### src/sv/mwm_pkg.sv
// Shared types and constants for the mecanum wheel mixer.
// No dependencies; every other file of the block imports this package.
`default_nettype none

package mwm_pkg;

    localparam int CMD_W      = 16;            // command field width
    localparam int SUM_W      = CMD_W + 2;     // three-term wheel sum
    localparam int MAG_W      = CMD_W + 1;     // magnitude of a wheel sum
    localparam int LIM_W      = 15;            // speed limit register width
    localparam int PROD_W     = MAG_W + LIM_W; // magnitude times limit
    localparam int Q_W        = LIM_W;         // quotient never exceeds the limit
    localparam int WHEEL_W    = 16;            // result wheel width
    localparam int NUM_WHEELS = 4;
    localparam int FRONT_LAT  = 4;             // register stages in the mixing front end
    localparam int LANE_LAT   = Q_W + 2;       // product, one stage per quotient bit, sign

    localparam int ADDR_W     = 3;             // byte address of the APB port
    localparam int DATA_W     = 32;
    localparam logic [LIM_W-1:0] LIMIT_RESET = LIM_W'(10000);

    // Register index, taken from paddr[2]
    localparam logic REG_SPEED_LIMIT = 1'b0;

    typedef struct packed {
        logic signed [CMD_W-1:0] move_x;
        logic signed [CMD_W-1:0] move_y;
        logic signed [CMD_W-1:0] rotate;
    } cmd_t;

    typedef struct packed {
        logic signed [WHEEL_W-1:0] wheel_a;
        logic signed [WHEEL_W-1:0] wheel_b;
        logic signed [WHEEL_W-1:0] wheel_c;
        logic signed [WHEEL_W-1:0] wheel_d;
        logic                      was_scaled;
    } res_t;

    // Front end to divider lanes
    typedef struct packed {
        logic                             valid;
        logic                             scaled;
        logic [MAG_W-1:0]                 max;
        logic [NUM_WHEELS-1:0]            neg;
        logic [NUM_WHEELS-1:0][MAG_W-1:0] mag;
    } mix_t;

endpackage

`default_nettype wire

### src/sv/mwm_front.sv
// Mixing front end: wheel sums, magnitudes, largest magnitude and scale flag.
// Depends on mwm_pkg.
`default_nettype none

module mwm_front
    import mwm_pkg::*;
(
    input  wire logic             clk,
    input  wire logic             rst_n,
    input  wire logic             in_valid,
    input  wire cmd_t             cmd,
    input  wire logic [LIM_W-1:0] lim,
    output mix_t                  mix
);

    cmd_t                    cmd_reg;
    logic                    v1_reg;
    logic signed [SUM_W-1:0] sum_reg [NUM_WHEELS];
    logic signed [SUM_W-1:0] sum_next [NUM_WHEELS];
    logic                    v2_reg;
    logic [MAG_W-1:0]        mag_reg [NUM_WHEELS];
    logic [MAG_W-1:0]        mag_next [NUM_WHEELS];
    logic [NUM_WHEELS-1:0]   neg_reg;
    logic                    v3_reg;
    mix_t                    mix_reg;
    mix_t                    mix_next;
    logic [MAG_W-1:0]        max01;
    logic [MAG_W-1:0]        max23;

    // Stage 1: capture the request
    always_ff @(posedge clk or negedge rst_n)
    begin
        if (!rst_n)
        begin
            v1_reg <= 1'b0;
        end
        else
        begin
            v1_reg <= in_valid;
        end
    end

    always_ff @(posedge clk)
    begin
        if (in_valid)
        begin
            cmd_reg <= cmd;
        end
    end

    // Stage 2: the four wheel sums
    always_comb
    begin
        logic signed [SUM_W-1:0] x;
        logic signed [SUM_W-1:0] y;
        logic signed [SUM_W-1:0] r;
        x = SUM_W'(cmd_reg.move_x);
        y = SUM_W'(cmd_reg.move_y);
        r = SUM_W'(cmd_reg.rotate);
        sum_next[0] = x - y + r;
        sum_next[1] = x + y + r;
        sum_next[2] = r - x + y;
        sum_next[3] = r - x - y;
    end

    // Stage 3: sign and magnitude
    always_comb
    begin
        for (int i = 0; i < NUM_WHEELS; i++)
        begin
            mag_next[i] = sum_reg[i][SUM_W-1] ? MAG_W'(-sum_reg[i]) : MAG_W'(sum_reg[i]);
        end
    end

    // Stage 4: largest magnitude against the limit
    always_comb
    begin
        max01 = (mag_reg[0] > mag_reg[1]) ? mag_reg[0] : mag_reg[1];
        max23 = (mag_reg[2] > mag_reg[3]) ? mag_reg[2] : mag_reg[3];
        mix_next.valid  = v3_reg;
        mix_next.max    = (max01 > max23) ? max01 : max23;
        mix_next.scaled = mix_next.max > MAG_W'(lim);
        mix_next.neg    = neg_reg;
        for (int i = 0; i < NUM_WHEELS; i++)
        begin
            mix_next.mag[i] = mag_reg[i];
        end
    end

    always_ff @(posedge clk or negedge rst_n)
    begin
        if (!rst_n)
        begin
            v2_reg  <= 1'b0;
            v3_reg  <= 1'b0;
            mix_reg <= '0;
        end
        else
        begin
            v2_reg  <= v1_reg;
            v3_reg  <= v2_reg;
            mix_reg <= mix_next;
        end
    end

    always_ff @(posedge clk)
    begin
        for (int i = 0; i < NUM_WHEELS; i++)
        begin
            sum_reg[i] <= sum_next[i];
            mag_reg[i] <= mag_next[i];
            neg_reg[i] <= sum_reg[i][SUM_W-1];
        end
    end

    assign mix = mix_reg;

endmodule

`default_nettype wire

### config.mk
export PLATFORM = sky130hd
export DESIGN_NAME = mwm_front
export DESIGN_NICKNAME = d
export VERILOG_FILES = /design/src/sv/mwm_pkg.sv /design/src/sv/mwm_front.sv
export SDC_FILE = /design/constraint.sdc
export NUM_CORES = 1
export LEC_CHECK = 0
export ABC_CLOCK_PERIOD_IN_PS = 8800
export BUFFER_PORTS_ARGS = -buffer_cell sky130_fd_sc_hd__buf_2
export CORE_AREA = 5 5 178 180
export DETAILED_ROUTE_END_ITERATION = 10
export DIE_AREA = 0 0 183 185
export PLACE_DENSITY = 0.68
export SYNTH_ARGS = -nofsm -noshare
export SYNTH_HDL_FRONTEND = slang
export SYNTH_SLANG_ARGS = --single-unit
### constraint.sdc
create_clock -name clk -period 8.8 [get_ports clk]
set_input_delay 0.88 -clock clk [delete_from_list [all_inputs] [get_ports clk]]
set_output_delay 0.88 -clock clk [all_outputs]
set_load 0.02 [all_outputs]
==> flow_summary.ini <==
[cells_and_area]
nNetsFinal = 1783
final_area_um2 = 16600
largest_reg_flops = 88
diodes = 0
num-fill-cells = 2655
final_layout_size_suffix_gt1_share_pct = 15.5
synthToLayoutAreaGrowth_pct = 14.6

[clock_network]
clock_latency_ns = 0.54
cts_hold_buffers = 0
cts_buffers = 28
cts_root_buffer = clkbuf_16
cts.clk_slew.worst_paths_ns = 0.06
htree_levels = 1
postCtsSetupRepairBufs = 0
clk_path_buf_depth = 3
cts_resized = 0
cts.sinks = 277
cts_tree = yes

[grt]
grt_pass1_vias = 10100
grt_max_degree = 69
grtUsageTotal_pct = 19.1
antenna_found_initial = 0
grt_pass1_wl_um = 51900
grt-ovfl-total = 0

[worst_setup_path]
rrSetupSlack_ns = 2.35
cp_data_arrival_time_ns = 6.87
required_ns = 9.22
worstRegToRegCells = 22
cp_max_fo = 29
critical_path_class = flip-flop to flip-flop
worstSetupEndpointType = flip-flop
critPathLaunchType = flip-flop

[yosys]
async_flop_share_pct = 32.9
yosysUniqueCellTypes = 69
yosys_warnings = 0
netlist_instances = 1369
ys_seq_elements = 277
avgSynthCellArea_um2 = 10.6
synth_area_leader_cell = dfxtp_1
syn_nets = 1624
synth_area_leaders = dfxtp_1 19%, dfrtp_1 16%, ha_1 13%
yosys-top-cells-count = 181 x inv_1, 153 x ha_1, 138 x dfxtp_1
synth_edf_count = 48
seq_area_frac_synth_pct = 44.7
yosys.area.top_type_share_pct = 19.1
syn-cell-area_um2 = 14500
synth-main-ff-cell = dfxtp_1
yosysMostFrequentCell = inv_1

[sta]
setup_ws_ns = 2.35
rsz0062_at_grt = no
period_minus_slack_ns = 6.45
tns_ns = 0
fmax_mhz = 155
tightest_slew_ns = 1.29
finalHoldViolCount = 0
skew_ns = 0.0121
relSlewSlack_pct = 13.9
finalMaxSlewViolations = 0
timing.final.crit_share_pct = 73.3
whs_ns = 0.222
setup_viol = 0

[drt]
vias = 9848
vias_per_cell = 5.06
wl_um = 32300
dr.pass1.iters = 5
drc = 0
wire_per_inst_um = 16.6
drtAntennaViolNets = 0
drtIter0Drc = 440

[floorplan]
dieArea_um2 = 33900
die_y_um = 185
io_pins = 157
chipWidth_um = 183
rows = 64
start_util_pct = 48.2
coreArea_um2 = 30000

[placed_design]
place_congestion = 0.906
dp_slack_ns = 2.35
io_buffer_count = 156
hpwl_um = 26700
placed_cell_area_um2 = 15600

[hold_path]
hold_path.class = input port to asynchronous set/reset pin

[run_status]
status = complete, no violations

[job]
cap_violations = 0
-- cell usage in the layout (no fill, tap or decap), types with 16 or more instances in the layout --
| cell | n |
|---|---|
| clkbuf_16 | 30 |
| nand2_1 | 52 |
| edfxtp_1 | 48 |
| buf_2 | 155 |
| dfxtp_1 | 138 |
| a21oi_1 | 85 |
| inv_1 | 181 |
| nor2_1 | 84 |
| ha_1 | 153 |
| or3_1 | 16 |
| o21bai_1 | 17 |
| a21o_1 | 17 |
| dfrtp_1 | 91 |
| xnor2_1 | 105 |
| xor2_1 | 22 |
| fa_1 | 36 |
| nor3_1 | 23 |
| nand3_1 | 22 |
| o31ai_1 | 22 |
| o21ai_0 | 52 |
-- cell type report --
class | count | area, um^2 | share of cell area [%]
Clock inverter | 16 | 178 | 1.07
Inverter | 182 | 683 | 4.11
Sequential cell | 277 | 6480 | 39.0
Multi-Input combinational cell | 882 | 7190 | 43.3
Timing Repair Buffer | 157 | 791 | 4.76
Clock buffer | 36 | 793 | 4.78
Tap cell | 396 | 495 | 2.98
-- worst max-delay path, cell delays in order, from the launching register on --
cell       delay, ns
dfxtp_1         0.35
inv_1           0.07
ha_1            0.32
nor3_1          0.05
a211oi_1        0.27
a221oi_1        0.16
a21oi_2         1.03
nor2_1          0.08
a21oi_1         0.35
ha_1            0.34
a21oi_1         0.13
o21ai_0         0.10
a221o_1         0.34
or3_1           0.34
nand2_1         0.70
nor2_1          0.11
a21oi_1         0.22
ha_1            0.31
a2111oi_0       0.34
o21ai_0         0.18
a21oi_1         0.14
o21ai_0         0.10
a211o_1         0.30
-- final timing paths --
check	start	endpoint
max in group asynchronous	rst_n	mix[32]
hold / removal	rst_n	mix[73]
hold reg to reg	neg_reg[2]	mix[70]
setup reg to reg	mag_reg[3][3]	mix[89]
setup / recovery	mag_reg[3][3]	mix[89]
min in group clk	neg_reg[2]	mix[70]
-- routing by layer --
layer / GRT usage [%] / vias up / wire, um
li1: - / 4999 / -
met1: 25.6 / 4572 / 14500
met2: 32.8 / 231 / 15300
met3: 2.65 / 46 / 1820
met4: 4.86 / 0 / 742
met5: 0 / - / 0
-- stage by stage --
step,util [%],std cells
after floorplan,-,1369
after global placement,52.1,1894
after detailed placement,52.1,1894
after CTS,55.3,1946
after global routing,55.3,1946
final,55.3,1946
-- cells by family (layout without fill, tap and decap cells) --
| group | count (synthesis) | after routing | synth area share, % |
|---|---|---|---|
| simple gates | 264 | 264 | 8.90 |
| buf+inv | 210 | 391 | 5.68 |
| flops | 277 | 277 | 44.7 |
| compound gates | 279 | 279 | 12.8 |
| fa+ha+maj | 189 | 189 | 18.2 |
| mux | 23 | 23 | 1.98 |
| xor+xnor | 127 | 127 | 7.68 |
Power is not shown: default switching activity piles up to over one toggle a cycle in this logic, so the estimate is an artifact.
