**src/sv/mwm_pkg.sv**
```systemverilog
// Shared types and constants for the mecanum wheel mixer.
// No dependencies; every other file of the block imports this package.
`default_nettype none

package mwm_pkg;

    localparam int CMD_W      = 16;            // command field width
    localparam int SUM_W      = CMD_W + 2;     // three-term wheel sum
    localparam int MAG_W      = CMD_W + 1;     // magnitude of a wheel sum
    localparam int LIM_W      = 15;            // speed limit register width
    localparam int PROD_W     = MAG_W + LIM_W; // magnitude times limit
    localparam int Q_W        = LIM_W;         // quotient never exceeds the limit
    localparam int WHEEL_W    = 16;            // result wheel width
    localparam int NUM_WHEELS = 4;
    localparam int FRONT_LAT  = 4;             // register stages in the mixing front end
    localparam int LANE_LAT   = Q_W + 2;       // product, one stage per quotient bit, sign

    localparam int ADDR_W     = 3;             // byte address of the APB port
    localparam int DATA_W     = 32;
    localparam logic [LIM_W-1:0] LIMIT_RESET = LIM_W'(10000);

    // Register index, taken from paddr[2]
    localparam logic REG_SPEED_LIMIT = 1'b0;

    typedef struct packed {
        logic signed [CMD_W-1:0] move_x;
        logic signed [CMD_W-1:0] move_y;
        logic signed [CMD_W-1:0] rotate;
    } cmd_t;

    typedef struct packed {
        logic signed [WHEEL_W-1:0] wheel_a;
        logic signed [WHEEL_W-1:0] wheel_b;
        logic signed [WHEEL_W-1:0] wheel_c;
        logic signed [WHEEL_W-1:0] wheel_d;
        logic                      was_scaled;
    } res_t;

    // Front end to divider lanes
    typedef struct packed {
        logic                             valid;
        logic                             scaled;
        logic [MAG_W-1:0]                 max;
        logic [NUM_WHEELS-1:0]            neg;
        logic [NUM_WHEELS-1:0][MAG_W-1:0] mag;
    } mix_t;

endpackage

`default_nettype wire

```
**src/sv/mwm_lane.sv**
```systemverilog
// One wheel lane: magnitude times limit, pipelined restoring division by the
// largest magnitude (one quotient bit per stage), then sign restore. Uses mwm_pkg.
`default_nettype none

module mwm_lane
    import mwm_pkg::*;
(
    input  wire logic                      clk,
    input  wire logic [MAG_W-1:0]          mag,
    input  wire logic                      neg,
    input  wire logic [MAG_W-1:0]          max,
    input  wire logic                      scaled,
    input  wire logic [LIM_W-1:0]          lim,
    output logic signed [WHEEL_W-1:0]      wheel
);

    logic [PROD_W-1:0]  rem_reg  [Q_W+1];
    logic [MAG_W-1:0]   div_reg  [Q_W+1];
    logic [Q_W-1:0]     quo_reg  [Q_W+1];
    logic [Q_W-1:0]     pass_reg [Q_W+1];
    logic [Q_W:0]       neg_reg;
    logic [Q_W:0]       scl_reg;
    logic [Q_W-1:0]     val;
    logic [WHEEL_W-1:0] wheel_next;
    logic [WHEEL_W-1:0] wheel_reg;

    // Product stage
    always_ff @(posedge clk)
    begin
        rem_reg[0]  <= PROD_W'(mag) * PROD_W'(lim);
        div_reg[0]  <= max;
        quo_reg[0]  <= '0;
        pass_reg[0] <= mag[Q_W-1:0];
        neg_reg[0]  <= neg;
        scl_reg[0]  <= scaled;
    end

    // Division stages, most significant quotient bit first
    for (genvar j = 1; j <= Q_W; j++)
    begin : g_div
        localparam int SH = Q_W - j;
        logic [PROD_W-1:0] dsh;
        logic              take;
        logic [PROD_W-1:0] rem_next;

        always_comb
        begin
            dsh      = PROD_W'(div_reg[j-1]) << SH;
            take     = rem_reg[j-1] >= dsh;
            rem_next = take ? (rem_reg[j-1] - dsh) : rem_reg[j-1];
        end

        always_ff @(posedge clk)
        begin
            rem_reg[j]  <= rem_next;
            div_reg[j]  <= div_reg[j-1];
            quo_reg[j]  <= {quo_reg[j-1][Q_W-2:0], take};
            pass_reg[j] <= pass_reg[j-1];
            neg_reg[j]  <= neg_reg[j-1];
            scl_reg[j]  <= scl_reg[j-1];
        end
    end

    // Select scaled or unchanged magnitude, restore sign
    always_comb
    begin
        val        = scl_reg[Q_W] ? quo_reg[Q_W] : pass_reg[Q_W];
        wheel_next = neg_reg[Q_W] ? WHEEL_W'(-{1'b0, val}) : WHEEL_W'({1'b0, val});
    end

    always_ff @(posedge clk)
    begin
        wheel_reg <= wheel_next;
    end

    assign wheel = wheel_reg;

endmodule

`default_nettype wire

```
**config.mk**
```make
export PLATFORM = sky130hd
export DESIGN_NAME = mwm_lane
export DESIGN_NICKNAME = d
export VERILOG_FILES = /design/src/sv/mwm_pkg.sv /design/src/sv/mwm_lane.sv
export SDC_FILE = /design/constraint.sdc
export NUM_CORES = 2
export LEC_CHECK = 0
export ABC_AREA = 1
export BUFFER_PORTS_ARGS = -buffer_cell sky130_fd_sc_hd__buf_2
export CAP_MARGIN = 20
export CORE_UTILIZATION = 60
export CTS_CLUSTER_DIAMETER = 120
export DETAILED_ROUTE_END_ITERATION = 12
export GPL_ROUTABILITY_DRIVEN = 0
export GPL_TIMING_DRIVEN = 1
export PLACE_DENSITY = 0.86
export SLEW_MARGIN = 20
export SYNTH_ARGS = -nofsm -noshare
export SYNTH_HDL_FRONTEND = slang
export SYNTH_SLANG_ARGS = --single-unit
```
**constraint.sdc**
```tcl
create_clock -name clk -period 7.7 [get_ports clk]
set_clock_uncertainty 0.2 [all_clocks]
set_input_delay 0.77 -clock clk [delete_from_list [all_inputs] [get_ports clk]]
set_output_delay 0.77 -clock clk [all_outputs]
set_load 0.02 [all_outputs]
```
==> summary.md <==
| Metric | Value |
|---|---|
| Worst-Skew Late Latency | `0.72 ns` |
| H-tree depth | `3` |
| Pwr/cell area | `475 nW/um2` |
| Drt pass-1 iters | `9` |
| Die height | `314 um` |
| Final Hold Viols | `0` |
| Nets | `8666` |
| HP Class | `reg -> reg` |
| Die ar. | `98700 um2` |
| Starting Density | `60.5%` |
| Kind of critical path | `in -> reg` |
| Startpoint Class | `primary input` |
| Tightest Pin Transition | `1.12 ns` |
| Worst R2R Start | `div_reg[0][58]$_DFF_P_` |
| Max FO, Critical Path | `17` |
| Top cells by count, synth | `nand2_1 (2695), inv_1 (1510), dfxtp_1 (1143)` |
| Root buffer cell | `clkbuf_16` |
| CP cell instances | `buf_2, nand2_1, fa_1, inv_1, fa_1, fa_1, fa_1, fa_1, inv_1, fa_1, inv_1, ha_1, nand2_1, nor2_1, inv_1, nor2_1, nand4_1, nand3_1, xor2_1` |
| Share of cells above drive strength 1 | `5.33%` |
| Unrepaired setup endpoints after global routing | `false` |
| Warning count from the yosys run | `0` |
| Critical path arrival | `6.07 ns` |
| Gr usage total | `30.0%` |
| Outcome | `completed` |
| Placed wire-length estimate | `114000 um` |
| DRC Markers | `0` |
| Max reg flops | `480` |
| Yosys reg bits | `1143` |
| DR WL/cell | `15.8 um` |
| Main synth FF type | `dfxtp_1` |
| Dominant cell type by area after synthesis | `dfxtp_1` |
| Core ar. | `96600 um2` |
| Rows | `114` |
| Mapped Cells | `7956` |
| Initial antenna violation count | `8` |
| Slew Limit Fails | `0` |
| Max transition margin | `25.0%` |
| Antenna Nets Post-Route | `0` |
| Synthesized area per cell | `7.35 um2` |
| CTS Buf Count | `110` |
| EDFF count, synth | `0` |
| Worst Setup SP | `lim[11]` |
| CTS Sinks | `1143` |
| Initial DRC Count | `5090` |
| Netlist cell types | `51` |
| Top-count cell post-synth | `nand2_1` |
| Period minus WS final | `5.63 ns` |
| Hold Crit Start | `pass_reg[3][8]$_DFF_P_` |
| Avg Vias per Cell | `5.39` |
| VDD IR max | `0.452 mV` |
| Area growth, synth to finish | `9.37%` |
| First-pass GRT wire length | `241000 um` |
| Final Setup Violations | `0` |
| Vias in the first global route | `49.2k` |
| Total gr overflow | `0` |
| Slowest cell on crit path | `fa_1` |
| R2R Setup Slk | `4.39 ns` |
| Top Ports | `68` |
| Clock Path Buffers | `3` |
| WL final | `149000 um` |
| Share of the synthesized area in the top cell type | `39.1%` |
| CP peak stage delay | `0.59 ns` |
| Largest net degree at the start of global routing | `31` |
| Period utilization | `73.1%` |
| Max Freq | `178 MHz` |
| IO buf count | `67` |
| Crit-path most repeated cell | `fa_1` |
| CTS tree | `built` |
| Lkg Pwr | `34.7 nW` |
| Setup TNS | `0 ns` |
| Post-synthesis sequential area ratio | `39.1%` |
| Worst Path Required | `8.15 ns` |
| Synth Net Count | `8567` |
| Die Span X | `314 um` |
| Synthesized area | `58500 um2` |
| Synth area leaders | `dfxtp_1 (39%), nand2_1 (17%), inv_1 (9.7%)` |
| FFs w/ async S/R, synth | `0%` |
| Max-cap check violation count | `0` |
| CP Capture Type | `flop` |
| Clock transition at the registers of the reported paths | `0.07 ns` |
| Via count | `50.8k` |
| Placed inst area | `59800 um2` |
| Design Area, Final | `64000 um2` |
[layout by cell type (no fill, tap or decap), types with 11 or more instances in the layout]
master,Yosys,layout
clkinv_2,0,18
dlygate4sd3_1,0,19
nand2_1,2695,2695
inv_1,1510,1510
a21oi_1,261,261
inv_2,14,14
buf_2,19,67
xnor2_1,30,30
o21bai_1,21,21
o21ai_0,84,84
bufinv_16,0,14
dfxtp_1,1143,1143
fa_1,207,207
nor3_1,66,66
clkbuf_16,0,110
nand4_1,127,127
nor2_2,25,25
nand2_2,18,18
ha_1,352,352
clkbuf_8,0,15
nor2_1,535,535
nand3_1,418,418
a21oi_2,42,42
nand3_2,14,14
nand3b_1,41,41
xor2_1,146,146
o21ai_2,13,12
a21o_1,11,11
clkinvlp_4,0,16
or2_2,22,22
[critical path, delay by kind of cell]
kind | cells | cell delay [ns]
XOR/XNOR | 1 | 0.16
adder cells (fa/ha/maj) | 7 | 3.57
buffers and inverters | 5 | 0.59
AND/OR/NAND/NOR | 6 | 0.96
[routing by layer]
layer  GRT usage [%]  wire length (um)  vias up
li1                -                 -    24351
met1            35.5             56400    23064
met2            51.3             69900     2672
met3            4.87             12600      714
met4            18.2              9770        2
met5               0                 7        -
[power breakdown]
part / switching [mW] / internal, mW
sequential: 1.16 / 7.67
clock: 2.41 / 3.29
combinational: 10.5 / 5.42
[metrics by stage]
stage	hold WS, ns	utilization, %	std cells	setup WS, ns	power [mW]
global route	0.114	66.2	9426	1.87	32.8
detailed placement	0.112	61.9	9200	1.47	24.1
floorplan	0.110	-	7956	1.68	20.1
finish	0.101	66.2	9429	2.07	30.4
CTS	0.107	66.2	9423	2.19	30.0
global placement	0.110	61.9	9200	1.54	23.6
[cell type report]
type / instances / area (um2)
fill: 7426 / 32600
multi-input combinational: 5185 / 29200
sequential: 1143 / 22900
inverter: 1528 / 5740
clock buffer: 134 / 2990
tap: 1276 / 1600
clock inverter: 70 / 945
timing repair buffer: 87 / 533
antenna: 6 / 15.0
[repair_timing]
action                                  4_1_cts  5_1_grt
buffers inserted                              0        0
hold endpoints to repair                     19        0
endpoints found under the setup margin        0        0
resized for setup                             0        0
hold buffers                                 19        0
[final timing paths]
check                            endpoint  cells after the start
setup / recovery   rem_reg[0][21]$_DFF_P_                     19
hold / removal     pass_reg[4][8]$_DFF_P_                      0
setup reg to reg  rem_reg[0][150]$_DFF_P_                     11
hold reg to reg    pass_reg[4][8]$_DFF_P_                      0
[cell families (layout without fill, tap and decap cells)]
kind of cell | Yosys count | count (layout) | share of synthesized area, %
AO/OA/AOI/OAI | 447 | 447 | 4.38
XOR/XNOR | 176 | 176 | 2.64
adder cells (fa/ha/maj) | 559 | 559 | 14.6
buffers and inverters | 1628 | 1819 | 10.9
flip-flops | 1143 | 1143 | 39.1
other | 0 | 6 | 0
AND/OR/NAND/NOR | 4003 | 4003 | 28.4
Power figures use the tool's default switching activity.
